## config.mk

```make
export PLATFORM = sky130hd
export DESIGN_NAME = lcg_random_with_range_flat
export DESIGN_NICKNAME = d
export VERILOG_FILES = /design/src/lcg_pkg.sv /design/src/lcg_if.sv /design/src/lcg_addsub.sv /design/src/lcg_core.sv /design/src/lcg_random_with_range.sv /design/src/flat_wrapper.sv
export SDC_FILE = /design/constraint.sdc
export NUM_CORES = 1
export LEC_CHECK = 0
export BUFFER_PORTS_ARGS = -buffer_cell sky130_fd_sc_hd__buf_2
export CAP_MARGIN = 20
export CORE_MARGIN = 10
export CORE_UTILIZATION = 55
export DETAILED_ROUTE_END_ITERATION = 8
export HOLD_SLACK_MARGIN = 0.03
export PLACE_DENSITY = 0.8
export SLEW_MARGIN = 20
export SYNTH_ARGS = -nofsm -noshare
export SYNTH_HDL_FRONTEND = slang
export SYNTH_HIERARCHICAL = 1
export SYNTH_SLANG_ARGS = --single-unit
```

## constraint.sdc

```tcl
create_clock -name clk_i -period 9.55 [get_ports clk_i]
set_input_delay 1.91 -clock clk_i [delete_from_list [all_inputs] [get_ports clk_i]]
set_output_delay 1.91 -clock clk_i [all_outputs]
set_load 0.02 [all_outputs]
```

## src/lcg_pkg.sv

```systemverilog
// Shared types, widths and reset constants of the congruential generator.
package lcg_pkg;

  localparam int unsigned DataW = 32;
  localparam int unsigned ModW  = 31;
  localparam int unsigned OpW   = 2;
  localparam int unsigned IdxW  = 2;
  localparam int unsigned AddW  = DataW + 1;
  localparam int unsigned Steps = DataW;
  localparam int unsigned CntW  = $clog2(Steps);

  localparam logic [DataW-1:0] SeedReset       = 32'd1;
  localparam logic [ModW-1:0]  ModulusReset    = 31'h7fff_ffff;
  localparam logic [DataW-1:0] MultiplierReset = 32'd1103515245;
  localparam logic [DataW-1:0] IncrementReset  = 32'd12345;

  typedef enum logic [OpW-1:0] {
    OP_RAW   = 2'd0,
    OP_RANGE = 2'd1,
    OP_FRAC  = 2'd2
  } op_e;

  typedef enum logic [IdxW-1:0] {
    CFG_SEED       = 2'd0,
    CFG_MODULUS    = 2'd1,
    CFG_MULTIPLIER = 2'd2,
    CFG_INCREMENT  = 2'd3
  } cfg_idx_e;

  typedef struct packed {
    logic [ModW-1:0]  modulus;
    logic [DataW-1:0] multiplier;
    logic [DataW-1:0] increment;
  } cfg_t;

  typedef struct packed {
    logic [DataW-1:0] value;
    logic [DataW-1:0] fraction;
    logic             error;
  } res_t;

endpackage

```

## src/lcg_if.sv

```systemverilog
// Request and result channel interfaces of the congruential generator.
interface lcg_req_if;
  logic               valid;
  logic               ready;
  logic [1:0]         operation;
  logic signed [31:0] range_low;
  logic signed [31:0] range_high;

  modport source (output valid, operation, range_low, range_high, input ready);
  modport sink   (input valid, operation, range_low, range_high, output ready);
endinterface

interface lcg_res_if;
  logic               valid;
  logic               ready;
  logic signed [31:0] value;
  logic        [31:0] fraction;
  logic               error;

  modport source (output valid, value, fraction, error, input ready);
  modport sink   (input valid, value, fraction, error, output ready);
endinterface

```

## src/lcg_addsub.sv

```systemverilog
// Shared 33-bit adder and subtractor; the top carry bit flags a >= b on subtraction.
module lcg_addsub import lcg_pkg::*; (
  input  logic [AddW-1:0] a_i,
  input  logic [AddW-1:0] b_i,
  input  logic            sub_i,
  output logic [AddW:0]   sum_o
);

  logic [AddW-1:0] b_eff;

  assign b_eff = sub_i ? ~b_i : b_i;
  assign sum_o = {1'b0, a_i} + {1'b0, b_eff} + {{AddW{1'b0}}, sub_i};

endmodule

```

## src/lcg_core.sv

```systemverilog
// Sequencer that steps the generator and forms the read-out on the shared adder.
module lcg_core import lcg_pkg::*; (
  input  logic             clk_i,
  input  logic             rst_ni,
  input  logic             start_i,
  input  logic [OpW-1:0]   operation_i,
  input  logic [DataW-1:0] range_low_i,
  input  logic [DataW-1:0] range_high_i,
  input  cfg_t             cfg_i,
  input  logic             seed_ld_i,
  input  logic [DataW-1:0] seed_i,
  input  logic             take_i,
  output logic             idle_o,
  output logic             done_o,
  output res_t             res_o
);

  typedef enum logic [3:0] {
    S_IDLE, S_MUL, S_INC, S_ABS, S_MOD, S_EUC, S_DISP, S_RDIFF,
    S_RABSV, S_RABSD, S_RMOD, S_RSIGN, S_RADD, S_FDEC, S_FDIV, S_DONE
  } state_e;

  state_e           state_q;
  logic [CntW-1:0]  cnt_q;
  logic [DataW-1:0] gen_q;
  logic [DataW-1:0] rem_q;
  logic [DataW-1:0] quo_q;
  logic [DataW-1:0] div_q;
  logic [OpW-1:0]   op_q;
  logic [DataW-1:0] lo_q;
  logic [DataW-1:0] hi_q;
  logic             neg_q;
  res_t             res_q;

  logic [AddW-1:0]  add_a;
  logic [AddW-1:0]  add_b;
  logic             add_sub;
  logic [AddW:0]    sum;
  logic [DataW-1:0] sum_w;
  logic             ge;
  logic [DataW-1:0] step_rem;
  logic             last;

  lcg_addsub u_addsub (
    .a_i   (add_a),
    .b_i   (add_b),
    .sub_i (add_sub),
    .sum_o (sum)
  );

  assign sum_w    = sum[DataW-1:0];
  assign ge       = sum[AddW];
  // One restoring division step: keep the difference when it did not borrow.
  assign step_rem = ge ? sum_w : add_a[DataW-1:0];
  assign last     = (cnt_q == CntW'(Steps - 1));

  always_comb begin
    add_a   = '0;
    add_b   = '0;
    add_sub = 1'b0;
    unique case (state_q)
      S_MUL: begin
        // Horner form: acc = 2 * acc + (bit ? state : 0), multiplier bits MSB first.
        add_a = {1'b0, rem_q[DataW-2:0], 1'b0};
        add_b = {1'b0, (quo_q[DataW-1] ? gen_q : '0)};
      end
      S_INC: begin
        add_a = {1'b0, rem_q};
        add_b = {1'b0, cfg_i.increment};
      end
      S_ABS, S_RSIGN: begin
        add_b   = {1'b0, rem_q};
        add_sub = 1'b1;
      end
      S_MOD, S_RMOD, S_FDIV: begin
        add_a   = {rem_q, quo_q[DataW-1]};
        add_b   = {1'b0, div_q};
        add_sub = 1'b1;
      end
      S_EUC: begin
        add_a   = {1'b0, div_q};
        add_b   = {1'b0, rem_q};
        add_sub = 1'b1;
      end
      S_RDIFF: begin
        add_a   = {1'b0, hi_q};
        add_b   = {1'b0, lo_q};
        add_sub = 1'b1;
      end
      S_RABSV: begin
        add_b   = {1'b0, gen_q};
        add_sub = 1'b1;
      end
      S_RABSD: begin
        add_b   = {1'b0, div_q};
        add_sub = 1'b1;
      end
      S_RADD: begin
        add_a = {1'b0, rem_q};
        add_b = {1'b0, lo_q};
      end
      S_FDEC: begin
        add_a   = {1'b0, div_q};
        add_b   = AddW'(1);
        add_sub = 1'b1;
      end
      default: begin
        add_sub = 1'b0;
      end
    endcase
  end

  always_ff @(posedge clk_i or negedge rst_ni) begin
    if (!rst_ni) begin
      state_q <= S_IDLE;
      cnt_q   <= '0;
      gen_q   <= SeedReset;
    end else begin
      unique case (state_q)
        S_IDLE: begin
          cnt_q <= '0;
          if (seed_ld_i) begin
            gen_q <= seed_i;
          end
          if (start_i) begin
            state_q <= S_MUL;
          end
        end
        S_MUL: begin
          cnt_q <= cnt_q + CntW'(1);
          if (last) begin
            state_q <= S_INC;
          end
        end
        S_INC: begin
          cnt_q <= '0;
          if (cfg_i.modulus == '0) begin
            gen_q   <= sum_w;
            state_q <= S_DISP;
          end else begin
            state_q <= S_ABS;
          end
        end
        S_ABS: state_q <= S_MOD;
        S_MOD: begin
          cnt_q <= cnt_q + CntW'(1);
          if (last) begin
            state_q <= S_EUC;
          end
        end
        S_EUC: begin
          // A negative dividend with a nonzero remainder folds back to modulus - r.
          gen_q   <= (neg_q && rem_q != '0) ? sum_w : rem_q;
          state_q <= S_DISP;
        end
        S_DISP: begin
          unique case (op_q)
            OP_RAW:   state_q <= S_DONE;
            OP_RANGE: state_q <= S_RDIFF;
            OP_FRAC:  state_q <= (cfg_i.modulus <= ModW'(1)) ? S_DONE : S_FDEC;
            default:  state_q <= S_DONE;
          endcase
        end
        S_RDIFF: state_q <= (sum_w == '0) ? S_DONE : S_RABSV;
        S_RABSV: state_q <= S_RABSD;
        S_RABSD: begin
          cnt_q   <= '0;
          state_q <= S_RMOD;
        end
        S_RMOD: begin
          cnt_q <= cnt_q + CntW'(1);
          if (last) begin
            state_q <= S_RSIGN;
          end
        end
        S_RSIGN: state_q <= S_RADD;
        S_RADD:  state_q <= S_DONE;
        S_FDEC: begin
          cnt_q   <= '0;
          state_q <= S_FDIV;
        end
        S_FDIV: begin
          cnt_q <= cnt_q + CntW'(1);
          if (last) begin
            state_q <= S_DONE;
          end
        end
        S_DONE: begin
          if (take_i) begin
            state_q <= S_IDLE;
          end
        end
        default: state_q <= S_IDLE;
      endcase
    end
  end

  always_ff @(posedge clk_i) begin
    unique case (state_q)
      S_IDLE: begin
        op_q  <= operation_i;
        lo_q  <= range_low_i;
        hi_q  <= range_high_i;
        rem_q <= '0;
        quo_q <= cfg_i.multiplier;
        res_q <= '0;
      end
      S_MUL: begin
        rem_q <= sum_w;
        quo_q <= {quo_q[DataW-2:0], 1'b0};
      end
      S_INC: begin
        rem_q <= sum_w;
        neg_q <= sum_w[DataW-1];
        div_q <= {1'b0, cfg_i.modulus};
      end
      S_ABS: begin
        quo_q <= neg_q ? sum_w : rem_q;
        rem_q <= '0;
      end
      S_MOD, S_RMOD: begin
        rem_q <= step_rem;
        quo_q <= {quo_q[DataW-2:0], ge};
      end
      S_DISP: begin
        unique case (op_q)
          OP_RAW:   res_q.value <= gen_q;
          OP_RANGE: res_q.error <= 1'b0;
          OP_FRAC:  res_q.error <= (cfg_i.modulus <= ModW'(1));
          default:  res_q.error <= 1'b1;
        endcase
      end
      S_RDIFF: begin
        div_q       <= sum_w;
        res_q.error <= (sum_w == '0);
      end
      S_RABSV: begin
        neg_q <= gen_q[DataW-1];
        quo_q <= gen_q[DataW-1] ? sum_w : gen_q;
        rem_q <= '0;
      end
      S_RABSD: begin
        if (div_q[DataW-1]) begin
          div_q <= sum_w;
        end
      end
      S_RSIGN: begin
        if (neg_q) begin
          rem_q <= sum_w;
        end
      end
      S_RADD: res_q.value <= sum_w;
      S_FDEC: begin
        // The word value * 2^31 starts with value >> 1 already in the remainder.
        div_q <= sum_w;
        rem_q <= {1'b0, gen_q[DataW-1:1]};
        quo_q <= {gen_q[0], {(DataW-1){1'b0}}};
      end
      S_FDIV: begin
        rem_q <= step_rem;
        quo_q <= {quo_q[DataW-2:0], ge};
        if (last) begin
          res_q.fraction <= {quo_q[DataW-2:0], ge};
        end
      end
      default: begin
        res_q <= res_q;
      end
    endcase
  end

  assign idle_o = (state_q == S_IDLE);
  assign done_o = (state_q == S_DONE);
  assign res_o  = res_q;

endmodule

```

## src/lcg_random_with_range.sv

```systemverilog
// Top level of the linear congruential generator with ranged and fractional read-out.
//
//   channel   dir   handshake           word
//   req_i     in    valid/ready         operation, range_low, range_high
//   res_o     out   valid/ready         value, fraction, error
//   cfg       in    cfg_we_i            cfg_idx_i selects, cfg_wdata_i holds data
//
// A request runs through the bit-serial multiply and divide loops on the one shared adder.
// With modulus zero the reduction loop is skipped.
// Reset loads the register defaults and a generator state of one; no clearing pass.
// The result register lets the next request start while a word waits on res_o.
module lcg_random_with_range import lcg_pkg::*; (
  input  logic             clk_i,
  input  logic             rst_ni,
  lcg_req_if.sink          req_i,
  lcg_res_if.source        res_o,
  input  logic             cfg_we_i,
  input  logic [IdxW-1:0]  cfg_idx_i,
  input  logic [DataW-1:0] cfg_wdata_i
);

  cfg_t cfg_q;
  logic seed_ld;
  logic core_idle;
  logic core_done;
  logic take;
  res_t core_res;
  logic out_valid_q;
  res_t out_q;

  always_ff @(posedge clk_i or negedge rst_ni) begin
    if (!rst_ni) begin
      cfg_q.modulus    <= ModulusReset;
      cfg_q.multiplier <= MultiplierReset;
      cfg_q.increment  <= IncrementReset;
    end else if (cfg_we_i) begin
      unique case (cfg_idx_e'(cfg_idx_i))
        CFG_SEED:       cfg_q <= cfg_q;
        CFG_MODULUS:    cfg_q.modulus    <= cfg_wdata_i[ModW-1:0];
        CFG_MULTIPLIER: cfg_q.multiplier <= cfg_wdata_i;
        CFG_INCREMENT:  cfg_q.increment  <= cfg_wdata_i;
        default:        cfg_q <= cfg_q;
      endcase
    end
  end

  assign seed_ld     = cfg_we_i && (cfg_idx_i == CFG_SEED);
  assign req_i.ready = core_idle;
  assign take        = !out_valid_q || res_o.ready;

  lcg_core u_core (
    .clk_i        (clk_i),
    .rst_ni       (rst_ni),
    .start_i      (req_i.valid && core_idle),
    .operation_i  (req_i.operation),
    .range_low_i  (req_i.range_low),
    .range_high_i (req_i.range_high),
    .cfg_i        (cfg_q),
    .seed_ld_i    (seed_ld),
    .seed_i       (cfg_wdata_i),
    .take_i       (take),
    .idle_o       (core_idle),
    .done_o       (core_done),
    .res_o        (core_res)
  );

  always_ff @(posedge clk_i or negedge rst_ni) begin
    if (!rst_ni) begin
      out_valid_q <= 1'b0;
    end else if (core_done && take) begin
      out_valid_q <= 1'b1;
    end else if (res_o.ready) begin
      out_valid_q <= 1'b0;
    end
  end

  always_ff @(posedge clk_i) begin
    if (core_done && take) begin
      out_q <= core_res;
    end
  end

  assign res_o.valid    = out_valid_q;
  assign res_o.value    = out_q.value;
  assign res_o.fraction = out_q.fraction;
  assign res_o.error    = out_q.error;

endmodule
```

## src/flat_wrapper.sv

```systemverilog
// flat-port wrapper written by rule: the top's interface ports become plain ports
module lcg_random_with_range_flat import lcg_pkg::*;
  (clk_i, rst_ni, cfg_we_i, cfg_idx_i, cfg_wdata_i, req_i_valid, req_i_operation, req_i_range_low, req_i_range_high, req_i_ready, res_o_valid, res_o_value, res_o_fraction, res_o_error, res_o_ready);
  lcg_req_if req_i_i ();
  lcg_res_if res_o_i ();
  input  logic clk_i;
  input  logic rst_ni;
  input  logic cfg_we_i;
  input  logic [IdxW-1:0] cfg_idx_i;
  input  logic [DataW-1:0] cfg_wdata_i;
  input wire logic [$bits(req_i_i.valid)-1:0] req_i_valid;
  input wire logic [$bits(req_i_i.operation)-1:0] req_i_operation;
  input wire logic [$bits(req_i_i.range_low)-1:0] req_i_range_low;
  input wire logic [$bits(req_i_i.range_high)-1:0] req_i_range_high;
  output wire logic [$bits(req_i_i.ready)-1:0] req_i_ready;
  output wire logic [$bits(res_o_i.valid)-1:0] res_o_valid;
  output wire logic [$bits(res_o_i.value)-1:0] res_o_value;
  output wire logic [$bits(res_o_i.fraction)-1:0] res_o_fraction;
  output wire logic [$bits(res_o_i.error)-1:0] res_o_error;
  input wire logic [$bits(res_o_i.ready)-1:0] res_o_ready;
  assign req_i_i.valid = req_i_valid;
  assign req_i_i.operation = req_i_operation;
  assign req_i_i.range_low = req_i_range_low;
  assign req_i_i.range_high = req_i_range_high;
  assign req_i_ready = req_i_i.ready;
  assign res_o_valid = res_o_i.valid;
  assign res_o_value = res_o_i.value;
  assign res_o_fraction = res_o_i.fraction;
  assign res_o_error = res_o_i.error;
  assign res_o_i.ready = res_o_ready;
  lcg_random_with_range u_core (.clk_i(clk_i), .rst_ni(rst_ni), .req_i(req_i_i), .res_o(res_o_i), .cfg_we_i(cfg_we_i), .cfg_idx_i(cfg_idx_i), .cfg_wdata_i(cfg_wdata_i));
endmodule
```

# Word level (Yosys, flattened, before mapping)
# Cells that the tools add are included.
# classes
add_sub_neg,3
n_eq_ne,32
n_reduce_logical,43
order_cmp,1
n_bitwise,1
mux,37
# ops
cell,count
32-bit 2-to-1 mux,10
32-bit case mux with 3 select lines,3
32-bit case mux with 7 select lines,1
32-bit case mux with 6 select lines,1
33-bit case mux with 5 select lines,1
32-bit case mux with 5 select lines,1
32-bit case mux with 2 select lines,1
4-bit case mux with 16 select lines,1
33-bit by 33-bit adder with 34-bit output,1
34-bit by 1-bit adder with 34-bit output,1
33-bit 2-to-1 mux,1
32-bit NOT with 33-bit output,1
"4-bit equality test, second input constant",8
32-bit zero test,1
32-bit nonzero test,1
"31-bit by 1-bit <= comparator with 1-bit output, second input constant",1
31-bit zero test,1
4-bit 2-to-1 mux,6
"2-bit != test, second input constant",9
"4-bit by 3-bit equality test with 1-bit output, second input constant",4
2-bit AND reduction,7
3-bit nonzero test,4
4-bit OR reduction,3
5-bit case mux with 2 select lines,1
26 further kinds,48
# totals
register_bits,430
output_inout_bits,67
inputBits,105

# Longest topological paths before layout
# depth
depth_word,10
ltp_mapped,24

# Modules after synthesis
# The synthesis kept the hierarchy.
# by_module_without_submodules
mod,area_each_um2,n_inst,cells_per_inst
lcg_core,14432.6,1,1283
lcg_random_with_range,5609.1,1,273
lcg_addsub,2020.7,1,266

# Worst setup path before layout
# No wires, ideal clock.
# synth_timing
path_kind,reg2out
start,reg u_core.u_core.state_q[3]
end,out req_i_ready
arrival_ps,7918
path_stages_with_launch,5
required_ps,7640
path_slack_ps,-278
n_path_buf,3
cell_sequence,dfrtp_1 buf_6 buf_2 buf_2 nor4_1
# synth_between
elab_chain_len,1
# synth_lines
item,line_no,source
from (decl),lcg_core.sv:23,state_e state_q;
from (signal assigned),lcg_core.sv:160,OP_FRAC: state_q <= (cfg_i.modulus <= ModW'(1)) ? S_DONE : S_FDEC;
from (signal assigned),lcg_core.sv:164,S_RDIFF: state_q <= (sum_w == '0) ? S_DONE : S_RABSV;
4-bit zero test,lcg_core.sv:272,assign idle_o = (state_q == S_IDLE);
to (decl),flat_wrapper.sv:15,output wire logic [$bits(req_i_i.ready)-1:0] req_i_ready;
# Every way passes these cells.

# Worst setup path after layout
# layout_timing
start,reg u_core.u_core.state_q[2]
end,"reg u_core.u_core.rem_q[31], data pin"
# layout_between
elab_chain_len,9
elab_cells_between_ends,33
# layout_lines
item,line_no,source
4-bit equality test (tied with other cells),lcg_core.sv:61,unique case (state_q)
4-bit OR reduction (no line) (tied with other cells),-,
32-bit case mux with 7 select lines (*),lcg_core.sv:61,
net u_core.u_core.add_b[7],lcg_core.sv:36,logic [AddW-1:0] add_b;
32-bit NOT with 33-bit output,lcg_addsub.sv:11,assign b_eff = sub_i ? ~b_i : b_i;
33-bit 2-to-1 mux (*),lcg_addsub.sv:11,
33-bit by 33-bit adder with 34-bit output (*),lcg_addsub.sv:12,"assign sum_o = {1'b0, a_i} + {1'b0, b_eff} + {{AddW{1'b0}}, sub_i};"
34-bit by 1-bit adder with 34-bit output (*),lcg_addsub.sv:12,
net u_core.u_core.sum[33],lcg_core.sv:38,logic [AddW:0] sum;
32-bit 2-to-1 mux (*),lcg_core.sv:54,assign step_rem = ge ? sum_w : add_a[DataW-1:0];
32-bit case mux with 5 select lines (*),lcg_core.sv:199,unique case (state_q)
to (signal assigned),lcg_core.sv:209,rem_q <= sum_w;
to (signal assigned),lcg_core.sv:213,rem_q <= sum_w;
to (signal assigned),lcg_core.sv:222,rem_q <= step_rem;
to (decl),lcg_core.sv:26,logic [DataW-1:0] rem_q;
# The timed path passes the listed nets; every way through them passes the cells marked *.
# A chain may end at the register's enable or synchronous reset.

==> metrics.txt <==
status=finished, violations left; failing checks=design-rule violations; drc violations=3; final period utilization=70.13%; max-cap violations=0; Final ANT Viol Nets=0; setup tns final=0 ns; CTS H-tree lvls=2; area of the die=48,490 um^2; Placer Congestion=0.9542; CP max stage cell=dfrtp_1; initial antenna violation count=0; Via Count=17,060; antenna diode count=0; total wire length=67,540 um; # resized after CTS=0; Chip Width=220.2 um; Port Buf Inserts=171; cell count after synthesis=1,820; Ports=172; Core ar.=39,640 um^2; RSZ-0062 raised after global routing=no; worst-path fanout max=32; final hold viol count=0; startpoint types=flop; Storage cell area=12,290 um^2; Post-CTS Hold Buffers=0; share of cells above drive strength 1=26.16%; vias in the first global route=16,870; area delta synth->final=13.52%; hpwl dp=44,090 um; Post-CTS Repair Setup Buffers=0; Site Rows=73; worst slew pin tran=1.095 ns; Mapped Nets=1,963; CTS buffer count=45; global-route wire length before repair=102,600 um; Buf+Inv Stages, Crit Path=3; slew margin rel.=27.02%; Final #Nets=2,063; CP endpoint kind=flop; mapped cell area=22,050 um^2; skew final=0.02958 ns; Die H=220.2 um; Worst path max stage delay=0.96 ns; multi-input logic area=9154 um^2; initial DRC count=2,519; Peak Freq=149.3 MHz; Worst Path Class, Setup=reg -> reg; clk sink count=430; crit path DAT=7.09 ns; Critical Path RT=9.94 ns; final core occ=63.14%; starting density of the core=55.62%; largest net degree at the start of global routing=80; CTS max path bufs=3; GRT Util Overall=27.43%; crit-path cells=inv_1 -> nand2_1 -> nor2_2 -> buf_4 -> a222oi_1 -> nand3_1 -> xor2_1 -> ha_1 -> nand2_1 -> o21a_1 -> o221ai_1 -> a31oi_2 -> o31ai_4 -> a31oi_4 -> nor3b_1 -> o22a_1 -> o22ai_1 -> a221oi_4 -> buf_4 -> o21ai_0 -> o311ai_0; Clock transition at path regs=0.06 ns; grt ovf=0; Fillers=3,039; syn_area_per_cell=12.11 um^2; CTS Root Cell=clkbuf_16; DRT Pass-1 Iters=9; Setup-failing EPs final=0; routed length per instance=27.21 um; Pins Over Slew Limit=0; min-delay worst type=reg -> reg; post-layout minimum cycle time=6.698 ns; clock latency on the worst-skew pair=0.59 ns; Via-to-Cell Ratio=6.872; CTS tree=built; yosys warns=6; Crit path max-delay family=compound AO/OA/AOI/OAI gates
==> final timing paths <==
| check | from | to | cells after the start | slack (ns) |
|---|---|---|---|---|
| hold reg to reg | u_core/u_core/res_o[57] | u_core/res_o.value[24] | 0 | 0.42 |
| setup reg to reg | u_core/u_core/state_q[2] | u_core/u_core/rem_q[31] | 21 | 2.85 |
| hold / removal | u_core/u_core/res_o[57] | u_core/res_o.value[24] | 0 | 0.42 |
| max in group asynchronous | rst_ni | u_core/u_core/gen_q[26] | 2 | 6.83 |
| min in group asynchronous | rst_ni | u_core/u_core/gen_q[6] | 1 | 1.40 |
| setup / recovery | u_core/u_core/state_q[2] | u_core/u_core/rem_q[31] | 21 | 2.85 |
==> area by class of cell <==
class                   instances  area share (%)
clock inverters                25           1.360
clock buffers                  59           5.119
inverters                      14          0.2100
multi-input cells            1218           36.57
repair buffers                211           4.989
flip-flops and latches        430           49.12
well taps                     525           2.625
==> worst register-to-register path, stage by stage, from the launching register on <==
cell	delay (ns)
dfrtp_1	0.96
inv_1	0.50
nand2_1	0.32
nor2_2	0.07
buf_4	0.30
a222oi_1	0.57
nand3_1	0.18
xor2_1	0.17
ha_1	0.41
nand2_1	0.13
o21a_1	0.21
o221ai_1	0.20
a31oi_2	0.12
o31ai_4	0.33
a31oi_4	0.17
nor3b_1	0.23
o22a_1	0.39
o22ai_1	0.19
a221oi_4	0.32
buf_4	0.46
o21ai_0	0.16
o311ai_0	0.12
==> sequential cells by signal, indices dropped and copies added (netlist names) <==
register	flops
u_core/u_core/gen_q	32
u_core/res_o.valid	1
u_core/u_core/op_q	2
u_core/u_core/state_q	4
u_core/cfg_q	95
u_core/u_core/res_o	65
u_core/u_core/lo_q	32
u_core/res_o.error	1
u_core/u_core/neg_q	1
u_core/u_core/div_q	32
u_core/u_core/quo_q	32
u_core/u_core/hi_q	32
u_core/u_core/cnt_q	5
u_core/res_o.value	32
u_core/u_core/rem_q	32
u_core/res_o.fraction	32
==> per-stage QoR <==
stage               cells  setup slack (ns)  cell area (um^2)  hold slack (ns)
detailed placement   2395             2.996             23340           0.4045
finish               2482             2.852             25030           0.4176
global route         2482             2.449             25030           0.4209
global placement     2393             3.091             23270           0.4009
CTS                  2479             2.960             24960           0.4181
floorplan            1820             2.747             22050           0.4003
==> layout by cell type, fill, tap and decap left out, types with 33 or more instances in the layout <==
master     count
nand2_1      192
o21ai_0       55
mux2_2       129
nor2_1        62
a221o_1       65
a21oi_1      101
clkbuf_16     47
a222oi_1      62
dfstp_2       53
a22o_1       100
nand3_1       42
buf_4         35
buf_2        170
dfrtp_1       83
mux2i_1       63
and2_1        39
xor2_1        45
ha_1          37
o22ai_1       33
edfxtp_1     293
==> per-layer routing <==
| layer | global-route usage, % | up-vias | part of all wire, % |
|---|---|---|---|
| met3 | 5.257 | 204 | 10 |
| met2 | 44.16 | 1184 | 48 |
| met1 | 35.70 | 8392 | 38 |
| met4 | 12.03 | 0 | 4.0 |
| li1 | - | 7277 | - |
| met5 | 0 | - | 0 |
Power is not shown: default switching activity piles up to over one toggle a cycle in this logic, so the estimate is an artifact.
